==> src/hw/rtl/drvm_pkg.sv <==
// Shared types, codes and helpers for the robot drive mode controller.
// No dependencies; every other file of the block refers to this package.
package drvm_pkg;

   // Width of the turn countdown.
   localparam int TICK_COUNT_BITS = 8;
   localparam logic [TICK_COUNT_BITS-1:0] TURN_MAX = '1;

   // Field widths of the channels.
   localparam int CHAR_BITS = 8;
   localparam int CFG_DATA_BITS = 8;
   localparam int CSR_INDEX_BITS = 1;

   // Configuration register indexes.
   localparam logic [CSR_INDEX_BITS-1:0] CSR_MANUAL_TURN = 1'd0;
   localparam logic [CSR_INDEX_BITS-1:0] CSR_FOLLOW_TURN = 1'd1;

   // Reset values of the configuration registers.
   localparam logic [CFG_DATA_BITS-1:0] MANUAL_TURN_RESET = 8'd149;
   localparam logic [CFG_DATA_BITS-1:0] FOLLOW_TURN_RESET = 8'd49;

   // Item kinds.
   localparam logic ACTION_CHAR = 1'b0;
   localparam logic ACTION_TICK = 1'b1;

   // Operating modes.
   localparam logic [1:0] MODE_IDLE   = 2'd0;
   localparam logic [1:0] MODE_MANUAL = 2'd1;
   localparam logic [1:0] MODE_WAIT   = 2'd2;
   localparam logic [1:0] MODE_FOLLOW = 2'd3;

   // Motor patterns: bit 3 left_fwd, bit 2 left_rev, bit 1 right_fwd, bit 0 right_rev.
   localparam logic [3:0] PAT_OFF   = 4'h0;
   localparam logic [3:0] PAT_FWD   = 4'hA;
   localparam logic [3:0] PAT_BACK  = 4'h5;
   localparam logic [3:0] PAT_RIGHT = 4'h6;
   localparam logic [3:0] PAT_LEFT  = 4'h9;

   // Command characters.
   localparam logic [CHAR_BITS-1:0] CHAR_MANUAL = 8'h31;  // '1'
   localparam logic [CHAR_BITS-1:0] CHAR_LINE   = 8'h32;  // '2'
   localparam logic [CHAR_BITS-1:0] CHAR_GO     = 8'h67;  // 'g'
   localparam logic [CHAR_BITS-1:0] CHAR_QUIT   = 8'h71;  // 'q'
   localparam logic [CHAR_BITS-1:0] CHAR_FWD    = 8'h77;  // 'w'
   localparam logic [CHAR_BITS-1:0] CHAR_BACK   = 8'h73;  // 's'
   localparam logic [CHAR_BITS-1:0] CHAR_LEFT   = 8'h61;  // 'a'
   localparam logic [CHAR_BITS-1:0] CHAR_RIGHT  = 8'h64;  // 'd'
   localparam logic [CHAR_BITS-1:0] CHAR_STOP   = 8'h70;  // 'p'

   // One input beat.
   typedef struct packed {
      logic                 action;
      logic [CHAR_BITS-1:0] char_code;
      logic                 right_sensor;
      logic                 left_sensor;
   } item_type;

   // Controller state.
   typedef struct packed {
      logic [1:0]                 mode;
      logic [3:0]                 motor;
      logic [TICK_COUNT_BITS-1:0] turn_remaining;
      logic                       turn_then_forward;
      logic                       quit_pending;
   } state_type;

   // One result beat.
   typedef struct packed {
      logic       left_fwd;
      logic       left_rev;
      logic       right_fwd;
      logic       right_rev;
      logic [1:0] mode;
      logic       turning;
      logic       dropped;
   } result_type;

   // Saturate a configured turn length to the counter range.
   function automatic logic [TICK_COUNT_BITS-1:0] clamp_turn(
      input logic [CFG_DATA_BITS-1:0] ticks
   );
      logic [CFG_DATA_BITS+TICK_COUNT_BITS:0] wide;
      logic [CFG_DATA_BITS+TICK_COUNT_BITS:0] limit;
      wide  = (CFG_DATA_BITS+TICK_COUNT_BITS+1)'(ticks);
      limit = (CFG_DATA_BITS+TICK_COUNT_BITS+1)'(TURN_MAX);
      if (wide > limit) begin
         return TURN_MAX;
      end
      return TICK_COUNT_BITS'(wide);
   endfunction

endpackage

==> src/hw/rtl/drvm_if.sv <==
// Handshake channel interfaces for the robot drive mode controller.
// Depends on drvm_pkg for field widths.
interface drvm_req_if;
   logic                           valid;
   logic                           ready;
   logic                           action;
   logic [drvm_pkg::CHAR_BITS-1:0] char_code;
   logic                           right_sensor;
   logic                           left_sensor;

   modport source (output valid, action, char_code, right_sensor, left_sensor,
                   input ready);
   modport sink   (input valid, action, char_code, right_sensor, left_sensor,
                   output ready);
endinterface

interface drvm_rsp_if;
   logic       valid;
   logic       ready;
   logic       left_fwd;
   logic       left_rev;
   logic       right_fwd;
   logic       right_rev;
   logic [1:0] mode;
   logic       turning;
   logic       dropped;

   modport source (output valid, left_fwd, left_rev, right_fwd, right_rev, mode, turning,
                   dropped, input ready);
   modport sink   (input valid, left_fwd, left_rev, right_fwd, right_rev, mode, turning,
                   dropped, output ready);
endinterface

interface drvm_csr_if;
   logic                                valid;
   logic                                ready;
   logic [drvm_pkg::CSR_INDEX_BITS-1:0] index;
   logic [drvm_pkg::CFG_DATA_BITS-1:0]  data;

   modport source (output valid, index, data, input ready);
   modport sink   (input valid, index, data, output ready);
endinterface

==> src/hw/rtl/drvm_step.sv <==
// Next-state and result logic of the drive controller for one beat.
// Depends on drvm_pkg for the state, item and result types.
module drvm_step (
   input  drvm_pkg::item_type                     item,
   input  drvm_pkg::state_type                    cur,
   input  logic [drvm_pkg::CFG_DATA_BITS-1:0]     manual_turn_ticks,
   input  logic [drvm_pkg::CFG_DATA_BITS-1:0]     follow_turn_ticks,
   output drvm_pkg::state_type                    nxt,
   output drvm_pkg::result_type                   result
);

   logic [drvm_pkg::TICK_COUNT_BITS-1:0] manual_len;
   logic [drvm_pkg::TICK_COUNT_BITS-1:0] follow_len;
   logic [drvm_pkg::TICK_COUNT_BITS-1:0] count_dec;
   logic                                 busy;
   logic                                 dropped;

   assign manual_len = drvm_pkg::clamp_turn(manual_turn_ticks);
   assign follow_len = drvm_pkg::clamp_turn(follow_turn_ticks);
   assign count_dec  = cur.turn_remaining - drvm_pkg::TICK_COUNT_BITS'(1);
   assign busy       = (cur.turn_remaining != '0);

   // Apply one character or one tick to the current state.
   always_comb begin
      nxt     = cur;
      dropped = 1'b0;
      if (item.action == drvm_pkg::ACTION_CHAR) begin
         case (cur.mode)
            drvm_pkg::MODE_IDLE: begin
               if (item.char_code == drvm_pkg::CHAR_MANUAL) begin
                  nxt.mode = drvm_pkg::MODE_MANUAL;
               end else if (item.char_code == drvm_pkg::CHAR_LINE) begin
                  nxt.mode = drvm_pkg::MODE_WAIT;
               end
            end
            drvm_pkg::MODE_WAIT: begin
               if (item.char_code == drvm_pkg::CHAR_GO) begin
                  nxt.mode  = drvm_pkg::MODE_FOLLOW;
                  nxt.motor = drvm_pkg::PAT_FWD;
               end else begin
                  nxt.mode = drvm_pkg::MODE_IDLE;
               end
            end
            drvm_pkg::MODE_MANUAL: begin
               // A running spin swallows every character.
               if (busy) begin
                  dropped = 1'b1;
               end else if (item.char_code == drvm_pkg::CHAR_FWD) begin
                  nxt.motor = drvm_pkg::PAT_FWD;
               end else if (item.char_code == drvm_pkg::CHAR_BACK) begin
                  nxt.motor = drvm_pkg::PAT_BACK;
               end else if (item.char_code == drvm_pkg::CHAR_STOP) begin
                  nxt.motor = drvm_pkg::PAT_OFF;
               end else if (item.char_code == drvm_pkg::CHAR_RIGHT ||
                            item.char_code == drvm_pkg::CHAR_LEFT) begin
                  nxt.turn_then_forward = 1'b0;
                  nxt.turn_remaining    = manual_len;
                  if (manual_len == '0) begin
                     nxt.motor = drvm_pkg::PAT_OFF;
                  end else if (item.char_code == drvm_pkg::CHAR_RIGHT) begin
                     nxt.motor = drvm_pkg::PAT_RIGHT;
                  end else begin
                     nxt.motor = drvm_pkg::PAT_LEFT;
                  end
               end else if (item.char_code == drvm_pkg::CHAR_QUIT) begin
                  nxt.motor = drvm_pkg::PAT_OFF;
                  nxt.mode  = drvm_pkg::MODE_IDLE;
               end
            end
            default: begin
               // Line following: only quit matters, and it waits for a turn.
               if (item.char_code == drvm_pkg::CHAR_QUIT) begin
                  if (busy) begin
                     nxt.quit_pending = 1'b1;
                  end else begin
                     nxt.motor = drvm_pkg::PAT_OFF;
                     nxt.mode  = drvm_pkg::MODE_IDLE;
                  end
               end
            end
         endcase
      end else begin
         if (busy) begin
            // Count the running turn down; its last tick settles the motors.
            nxt.turn_remaining = count_dec;
            if (count_dec == '0) begin
               nxt.motor = cur.turn_then_forward ? drvm_pkg::PAT_FWD : drvm_pkg::PAT_OFF;
               if (cur.mode == drvm_pkg::MODE_FOLLOW && cur.quit_pending) begin
                  nxt.motor        = drvm_pkg::PAT_OFF;
                  nxt.mode         = drvm_pkg::MODE_IDLE;
                  nxt.quit_pending = 1'b0;
               end
            end
         end else if (cur.mode == drvm_pkg::MODE_FOLLOW) begin
            // Sample the sensors; the right one wins when both see the line.
            if (item.right_sensor || item.left_sensor) begin
               nxt.turn_then_forward = 1'b1;
               nxt.turn_remaining    = follow_len;
               if (follow_len == '0) begin
                  nxt.motor = drvm_pkg::PAT_FWD;
               end else if (item.right_sensor) begin
                  nxt.motor = drvm_pkg::PAT_RIGHT;
               end else begin
                  nxt.motor = drvm_pkg::PAT_LEFT;
               end
            end else begin
               nxt.motor = drvm_pkg::PAT_FWD;
            end
         end
      end
   end

   // The result shows the state after the beat.
   always_comb begin
      result.left_fwd  = nxt.motor[3];
      result.left_rev  = nxt.motor[2];
      result.right_fwd = nxt.motor[1];
      result.right_rev = nxt.motor[0];
      result.mode      = nxt.mode;
      result.turning   = (nxt.turn_remaining != '0);
      result.dropped   = dropped;
   end

endmodule

==> src/hw/rtl/robot_drive_mode_controller_core.sv <==
// Top level of the robot drive mode controller: input register, state and result register.
// Depends on drvm_pkg, the channel interfaces in drvm_if and the drvm_step logic.
// Path: an accepted input beat is held in the input register and its result in the result
// register; a stall on the result side keeps the beat waiting in the input register.
// Throughput: one beat per cycle unless the result side stalls; the state updates per item.
// Reset clears the state, loads turn lengths 149 (spin) and 49 (correction), empties channels.
module robot_drive_mode_controller_core (
   input  logic            clock,
   input  logic            reset,
   drvm_req_if.sink        req_bus,
   drvm_rsp_if.source      rsp_bus,
   drvm_csr_if.sink        csr_bus
);

   drvm_pkg::item_type                   item_ff;
   logic                                 item_valid_ff;
   drvm_pkg::state_type                  state_ff;
   drvm_pkg::state_type                  state_in;
   drvm_pkg::result_type                 result_ff;
   drvm_pkg::result_type                 result_in;
   logic                                 result_valid_ff;
   logic [drvm_pkg::CFG_DATA_BITS-1:0]   manual_turn_ff;
   logic [drvm_pkg::CFG_DATA_BITS-1:0]   follow_turn_ff;
   logic                                 advance;
   logic                                 req_beat;

   // An item moves on when the result register is free or being emptied.
   assign advance       = item_valid_ff && (!result_valid_ff || rsp_bus.ready);
   assign req_bus.ready = !item_valid_ff || advance;
   assign req_beat      = req_bus.valid && req_bus.ready;
   assign csr_bus.ready = 1'b1;

   // Input register.
   always_ff @(posedge clock) begin
      if (reset) begin
         item_valid_ff <= 1'b0;
      end else begin
         item_valid_ff <= req_beat || (item_valid_ff && !advance);
      end
      if (req_beat) begin
         item_ff.action       <= req_bus.action;
         item_ff.char_code    <= req_bus.char_code;
         item_ff.right_sensor <= req_bus.right_sensor;
         item_ff.left_sensor  <= req_bus.left_sensor;
      end
   end

   // Configuration registers.
   always_ff @(posedge clock) begin
      if (reset) begin
         manual_turn_ff <= drvm_pkg::MANUAL_TURN_RESET;
         follow_turn_ff <= drvm_pkg::FOLLOW_TURN_RESET;
      end else if (csr_bus.valid) begin
         case (csr_bus.index)
            drvm_pkg::CSR_MANUAL_TURN: manual_turn_ff <= csr_bus.data;
            drvm_pkg::CSR_FOLLOW_TURN: follow_turn_ff <= csr_bus.data;
            default: ;
         endcase
      end
   end

   drvm_step u_step (
      .item              (item_ff),
      .cur               (state_ff),
      .manual_turn_ticks (manual_turn_ff),
      .follow_turn_ticks (follow_turn_ff),
      .nxt               (state_in),
      .result            (result_in)
   );

   // Controller state advances once per item.
   always_ff @(posedge clock) begin
      if (reset) begin
         state_ff.mode              <= drvm_pkg::MODE_IDLE;
         state_ff.motor             <= drvm_pkg::PAT_OFF;
         state_ff.turn_remaining    <= '0;
         state_ff.turn_then_forward <= 1'b0;
         state_ff.quit_pending      <= 1'b0;
      end else if (advance) begin
         state_ff <= state_in;
      end
   end

   // Result register.
   always_ff @(posedge clock) begin
      if (reset) begin
         result_valid_ff <= 1'b0;
      end else begin
         result_valid_ff <= advance || (result_valid_ff && !rsp_bus.ready);
      end
      if (advance) begin
         result_ff <= result_in;
      end
   end

   assign rsp_bus.valid     = result_valid_ff;
   assign rsp_bus.left_fwd  = result_ff.left_fwd;
   assign rsp_bus.left_rev  = result_ff.left_rev;
   assign rsp_bus.right_fwd = result_ff.right_fwd;
   assign rsp_bus.right_rev = result_ff.right_rev;
   assign rsp_bus.mode      = result_ff.mode;
   assign rsp_bus.turning   = result_ff.turning;
   assign rsp_bus.dropped   = result_ff.dropped;

   // A running turn only exists in manual or following mode.
   a_turn_mode: assert property (@(posedge clock) disable iff (reset)
      (state_ff.turn_remaining != '0) |->
         (state_ff.mode == drvm_pkg::MODE_MANUAL || state_ff.mode == drvm_pkg::MODE_FOLLOW))
      else $error("turn counter running outside manual or following mode");

   // A pending quit is only held while following.
   a_quit_follow: assert property (@(posedge clock) disable iff (reset)
      state_ff.quit_pending |-> (state_ff.mode == drvm_pkg::MODE_FOLLOW))
      else $error("quit pending outside following mode");

   // A dropped character can only be reported while a manual spin runs on.
   a_drop_spin: assert property (@(posedge clock) disable iff (reset)
      (result_valid_ff && result_ff.dropped) |->
         (result_ff.turning && result_ff.mode == drvm_pkg::MODE_MANUAL))
      else $error("dropped flag without a running manual spin");

   // A held item is not lost while the result side stalls.
   a_item_held: assert property (@(posedge clock) disable iff (reset)
      (item_valid_ff && !advance) |=> (item_valid_ff && $stable(item_ff)))
      else $error("stalled input item was lost or changed");

endmodule
==> src/flat_wrapper.sv <==
// flat-port wrapper written by rule: the top's interface ports become plain ports
module robot_drive_mode_controller_core_flat 
  (clock, reset, req_bus_valid, req_bus_action, req_bus_char_code, req_bus_right_sensor, req_bus_left_sensor, req_bus_ready, rsp_bus_valid, rsp_bus_left_fwd, rsp_bus_left_rev, rsp_bus_right_fwd, rsp_bus_right_rev, rsp_bus_mode, rsp_bus_turning, rsp_bus_dropped, rsp_bus_ready, csr_bus_valid, csr_bus_index, csr_bus_data, csr_bus_ready);
  drvm_req_if req_bus_i ();
  drvm_rsp_if rsp_bus_i ();
  drvm_csr_if csr_bus_i ();
  input  logic clock;
  input  logic reset;
  input wire logic [$bits(req_bus_i.valid)-1:0] req_bus_valid;
  input wire logic [$bits(req_bus_i.action)-1:0] req_bus_action;
  input wire logic [$bits(req_bus_i.char_code)-1:0] req_bus_char_code;
  input wire logic [$bits(req_bus_i.right_sensor)-1:0] req_bus_right_sensor;
  input wire logic [$bits(req_bus_i.left_sensor)-1:0] req_bus_left_sensor;
  output wire logic [$bits(req_bus_i.ready)-1:0] req_bus_ready;
  output wire logic [$bits(rsp_bus_i.valid)-1:0] rsp_bus_valid;
  output wire logic [$bits(rsp_bus_i.left_fwd)-1:0] rsp_bus_left_fwd;
  output wire logic [$bits(rsp_bus_i.left_rev)-1:0] rsp_bus_left_rev;
  output wire logic [$bits(rsp_bus_i.right_fwd)-1:0] rsp_bus_right_fwd;
  output wire logic [$bits(rsp_bus_i.right_rev)-1:0] rsp_bus_right_rev;
  output wire logic [$bits(rsp_bus_i.mode)-1:0] rsp_bus_mode;
  output wire logic [$bits(rsp_bus_i.turning)-1:0] rsp_bus_turning;
  output wire logic [$bits(rsp_bus_i.dropped)-1:0] rsp_bus_dropped;
  input wire logic [$bits(rsp_bus_i.ready)-1:0] rsp_bus_ready;
  input wire logic [$bits(csr_bus_i.valid)-1:0] csr_bus_valid;
  input wire logic [$bits(csr_bus_i.index)-1:0] csr_bus_index;
  input wire logic [$bits(csr_bus_i.data)-1:0] csr_bus_data;
  output wire logic [$bits(csr_bus_i.ready)-1:0] csr_bus_ready;
  assign req_bus_i.valid = req_bus_valid;
  assign req_bus_i.action = req_bus_action;
  assign req_bus_i.char_code = req_bus_char_code;
  assign req_bus_i.right_sensor = req_bus_right_sensor;
  assign req_bus_i.left_sensor = req_bus_left_sensor;
  assign req_bus_ready = req_bus_i.ready;
  assign rsp_bus_valid = rsp_bus_i.valid;
  assign rsp_bus_left_fwd = rsp_bus_i.left_fwd;
  assign rsp_bus_left_rev = rsp_bus_i.left_rev;
  assign rsp_bus_right_fwd = rsp_bus_i.right_fwd;
  assign rsp_bus_right_rev = rsp_bus_i.right_rev;
  assign rsp_bus_mode = rsp_bus_i.mode;
  assign rsp_bus_turning = rsp_bus_i.turning;
  assign rsp_bus_dropped = rsp_bus_i.dropped;
  assign rsp_bus_i.ready = rsp_bus_ready;
  assign csr_bus_i.valid = csr_bus_valid;
  assign csr_bus_i.index = csr_bus_index;
  assign csr_bus_i.data = csr_bus_data;
  assign csr_bus_ready = csr_bus_i.ready;
  robot_drive_mode_controller_core u_core (.clock(clock), .reset(reset), .req_bus(req_bus_i), .rsp_bus(rsp_bus_i), .csr_bus(csr_bus_i));
endmodule
==> config.mk <==
export PLATFORM = sky130hd
export DESIGN_NAME = robot_drive_mode_controller_core_flat
export DESIGN_NICKNAME = d
export VERILOG_FILES = /design/src/hw/rtl/drvm_pkg.sv /design/src/hw/rtl/drvm_if.sv /design/src/hw/rtl/drvm_step.sv /design/src/hw/rtl/robot_drive_mode_controller_core.sv /design/src/flat_wrapper.sv
export SDC_FILE = /design/constraint.sdc
export NUM_CORES = 1
export LEC_CHECK = 0
export BUFFER_PORTS_ARGS = -buffer_cell sky130_fd_sc_hd__buf_2
export CAP_MARGIN = 40
export CORE_MARGIN = 2
export CORE_UTILIZATION = 30
export CTS_CLUSTER_DIAMETER = 50
export DETAILED_ROUTE_END_ITERATION = 8
export RECOVER_POWER = 100
export SLEW_MARGIN = 20
export SYNTH_ARGS = -nofsm -noshare
export SYNTH_HDL_FRONTEND = slang
export SYNTH_SLANG_ARGS = --single-unit
==> constraint.sdc <==
create_clock -name clock -period 3.4 [get_ports clock]
set_input_delay 0.34 -clock clock [delete_from_list [all_inputs] [get_ports clock]]
set_output_delay 0.34 -clock clock [all_outputs]
set_load 0.02 [all_outputs]
# --- Word-level counts from Yosys, hierarchy flattened ---
# Index checks and enable logic that the tools add are counted.
totals:
  register_bits: 53
  in_bits: 25
  output_inout_bits: 11
  elab_cells: 119
classes:
  add_sub_neg: 1
  n_eq_ne: 22
  muxes: 44
  bitwise: 2
  reduce_logical: 30
ops:
  columns: ["op", "n"]
  rows:
  - ["$eq A8 B7 Y1 const B", 7]
  - ["$mux W9", 6]
  - ["$mux W4", 11]
  - ["$mux W6", 5]
  - ["$logic_not A8 Y1", 3]
  - ["$eq A8 B6 Y1 const B", 2]
  - ["$mux W16", 1]
  - ["$mux W2", 8]
  - ["$reduce_bool A8 Y1", 2]
  - ["$mux W15", 1]
  - ["$mux W13", 1]
  - ["$mux W12", 1]
  - ["$ne A2 B2 Y1 const B", 6]
  - ["$pmux W4 S3", 1]
  - ["$reduce_and A10 Y1", 1]
  - ["$mux W1", 8]
  - ["$ne A2 B1 Y1 const B", 4]
  - ["$sub A8 B1 Y8 const B", 1]
  - ["$logic_or A1 B1 Y1", 6]
  - ["$pmux W2 S3", 1]
  - ["$reduce_and A6 Y1", 1]
  - ["$reduce_bool A2 Y1", 3]
  - ["$logic_and A1 B1 Y1", 5]
  - ["$eq A2 B2 Y1 const B", 2]
  - ["7 further kinds", 12]

# --- Depth between registers and ports, before layout ---
depth:
  ltp_word: 11
  mapped_depth: 9
  depth_no_buf: 8

# --- Modules after synthesis ---
# Synthesis repeated with hierarchy kept, for this count alone.
hier_totals:
  hier_cells: 373
  area_unflattened_um2: 3339.5
modules_own_cells:
  columns: ["mod", "n_inst", "cells_per_inst", "area_each_um2", "seq_area_each_um2"]
  rows:
  - ["robot_drive_mode_controller_core", 1, 163, 1985.7, 1251.2]
  - ["drvm_step", 1, 210, 1353.8, 0.0]

# --- Worst setup path before layout ---
# OpenSTA, ideal clock, no wires.
synth_path:
  path_kind: "reg-to-reg"
  from: "register u_core.state_ff[2] in the netlist's numbering"
  to: "register u_core.result_ff (netlist bit u_core.rsp_bus.turning), data pin"
  setup_time_ns: 0.272
  t_arrival_ns: 2.215
  required_ns: 3.128
  path_slack_ns: 0.914
  stages_incl_launch_ff: 9
  n_path_buf: 0
  period_less_slack_ns: 2.486
  path_cell_list: "dfxtp_1 -> inv_1 -> ha_1 -> nor3b_1 -> nand2_1 -> a2111o_1 -> o311ai_1 -> o21ai_1 -> or4_1"
synth_rtl:
  columns: ["element", "line", "source"]
  rows:
  - ["start, declared", "robot_drive_mode_controller_core.sv:17", "drvm_pkg::state_type state_ff;"]
  - ["start signal, assigned", "robot_drive_mode_controller_core.sv:80", "state_ff <= state_in;"]
  - ["end signal, assigned", "robot_drive_mode_controller_core.sv:92", "result_ff <= result_in;"]
  - ["end, declared", "robot_drive_mode_controller_core.sv:19", "drvm_pkg::result_type result_ff;"]

==> results.ini <==
[yosys]
syn-cell-area_um2=3160
synth_edf_count=19
syn_nets=398
synth_top_area_share_pct=21.5
async_reset_ff_share_pct=0
synth_ff_type=dfxtp_1
synthTopCellsByCount=nand2_1, dfxtp_1, nor2_1
synth_top_area_cell=dfxtp_1
ys_ff_latch=53
syn_avg_cell_area_um2=8.52
netlist_instances=371
ys_seq_area_share_pct=39.6
yosysMostFrequentCell=nand2_1
yosys-top-cells-area=dfxtp_1, edfxtp_1, nand2_1
synth_warnings=0
yosysUniqueCellTypes=70

[clock_tree]
clk_latency_ps=310
cts.htree.levels=2
numCtsBuffers=5
cts_setup_buffers=0
cts.sinks=53
clockBufferDepth=2
cts_resized=0
postCtsHoldBufs=0
clk_pin_slew_ps=90
cts_tree=done
clockRootBuffer=clkbuf_8

[floorplan]
die_h_um=107
rows=37
die_w_um=107
ioPinCount=36
dieArea_um2=11400
initial_core_util_pct=30.7
coreArea_um2=10300

[grt]
track_usage_pct=15.1
grt_overflow=0
antenna_found_initial=0
grt_pass1_wl_um=14100
grt_start_max_net_pins=36
first_global_vias=2778

[critical_path]
required_ps=3450
r2r_start=u_core.state_ff[2]
critPathMaxFanout=10
startpoint_type=flip-flop
r2r_slack_ps=420
critical_path_class=reg -> reg
reg2reg_to=u_core.rsp_bus.turning
worst-r2r-cell-count=8
crit_path_end_kind=flip-flop
worstPathArrival_ps=3030

[drt]
dr.pass1.iters=6
ant_nets=0
wl_um=8380
routedWlPerCell_um=16.0
drtIter0Drc=332
drc=0
vias=2922
via_per_inst=5.57

[sta]
slew_viol_final=36
fin_crit_ps=2980
post-route-period-util_pct=87.6
final-setup-viol-count=0
fmax_mhz=336
worst_slew_pin_slew_ps=1610
final.setup.tns_ps=0
slew_headroom_pct=-7.36
final-hold-violation-count=0
fin_skew_ps=7.47
fin_hold_ws_ps=199
grt_setup_unrepaired=no

[flow_run]
cap_violations=1

[finish]
fin_nets=415
n_antenna_cell=0
area_delta_synth_final_pct=9.35
drive_above_1_share_pct=12.9
finalNonFillerCells=525
utilization_pct=33.6

[worst_hold_path]
hold_depth=1
hold_start=req_bus_char_code[4]
min_to=u_core.item_ff[6]
hold_path.class=in -> reg

[placement]
gp_congestion=0.941
place_hpwl_um=6170
port-buffer-count=34
dp.cells=517

[pwr]
total_power_w=0.00139
powerDensity_nw_per_um2=403
peakVddDrop_mv=0.219
p_leak_nw=1.14

[outcome]
failed_checks=capacitance limit, slew limit
status=finished with violations

[through the flow]
| step | instance area [um2] | setup slack [ps] |
|---|---|---|
| 6_report | 3450 | 421 |
| 5_1_grt | 3450 | 322 |
| 3_5_place_dp | 3390 | 512 |
| 3_3_place_gp | 3380 | 716 |
| 4_1_cts | 3480 | 486 |
| 2_1_floorplan | 3160 | 914 |
[worst max path at each step]
| stage | cells after the start | end | slack (ps) | start |
|---|---|---|---|---|
| 5_1_grt | 8 | u_core.rsp_bus.turning | 320 | u_core.state_ff[2] |
| 4_1_cts | 8 | u_core.rsp_bus.turning | 490 | u_core.state_ff[2] |
| 6_report | 8 | u_core.rsp_bus.turning | 420 | u_core.state_ff[2] |
| 3_5_place_dp | 8 | u_core.rsp_bus.turning | 510 | u_core.state_ff[2] |
| 2_1_floorplan | 8 | u_core.rsp_bus.turning | 910 | u_core.state_ff[2] |
| 3_3_place_gp | 8 | u_core.rsp_bus.turning | 720 | u_core.state_ff[2] |
[state kept, by name, summed over array words and instances (netlist names)]
signal / count
u_core.item_ff: 11
u_core.follow_turn_ff: 8
u_core.manual_turn_ff: 8
u_core.rsp_bus.left_fwd: 1
u_core.rsp_bus.mode: 2
u_core.rsp_bus.left_rev: 1
u_core.rsp_bus.right_fwd: 1
u_core.item_valid_ff: 1
u_core.rsp_bus.right_rev: 1
u_core.rsp_bus.dropped: 1
u_core.rsp_bus.valid: 1
u_core.rsp_bus.turning: 1
u_core.state_ff: 16
[cells by family after synthesis]
logic type | synth area share, %
fa+ha+maj | 0.792
flops | 39.6
compound gates | 21.5
simple gates | 29.5
xor+xnor | 1.11
other cells | 0.119
buf+inv | 5.15
mux | 2.26
[placed cells by master (no fill, tap or decap), types with 3 or more instances in the layout]
master,instances
or4_1,3
nand4b_1,3
o21a_1,4
a22oi_1,3
xnor2_1,3
buf_4,3
o311ai_0,3
o31ai_1,4
nor4_1,10
a31oi_1,4
o21ai_1,4
o21ai_0,20
mux2i_1,6
nand3b_1,6
nand2_1,38
nand4_1,8
clkbuf_8,5
nand2b_1,5
nand3_1,11
clkbuf_1,11
buf_2,23
nor3_1,19
edfxtp_1,19
inv_1,8
nor2_1,32
a211o_1,4
nor2b_1,9
a211oi_1,10
dfxtp_1,34
a21oi_1,22
or3_1,3
[cell type report]
cell class,instances,area (um2)
Fill cell,1093,6820
Multi-Input combinational cell,283,1740
Sequential cell,53,1250
Timing Repair Buffer,37,179
Tap cell,136,170
Clock buffer,6,73.8
Inverter,8,30.0
Clock inverter,2,13.8
[report_power, final]
group / switching [W] / total [W] / internal [W]
Combinational: 0.000174 / 0.000285 / 0.000111
Clock: 0.000214 / 0.000364 / 0.000150
Sequential: 0.0000478 / 0.000742 / 0.000695
Total: 0.000436 / 0.00139 / 0.000956
[worst max-delay path, cell delays in order (launching register included)]
cell	delay, ps
dfxtp_1	390
inv_1	110
ha_1	280
nor3b_1	460
nand2_1	350
a2111o_1	450
o311ai_0	150
o21ai_1	100
or4_1	430
[per-layer routing]
layer	part of all wire, %	track usage [%]	vias up	wire length [um]
met5	0	0	-	0
met4	1.6	4.92	0	130
met3	6.8	2.43	11	574
met2	45	23.8	146	3760
met1	47	21.1	1347	3910
li1	-	-	1418	-
Power figures use the tool's default switching activity.
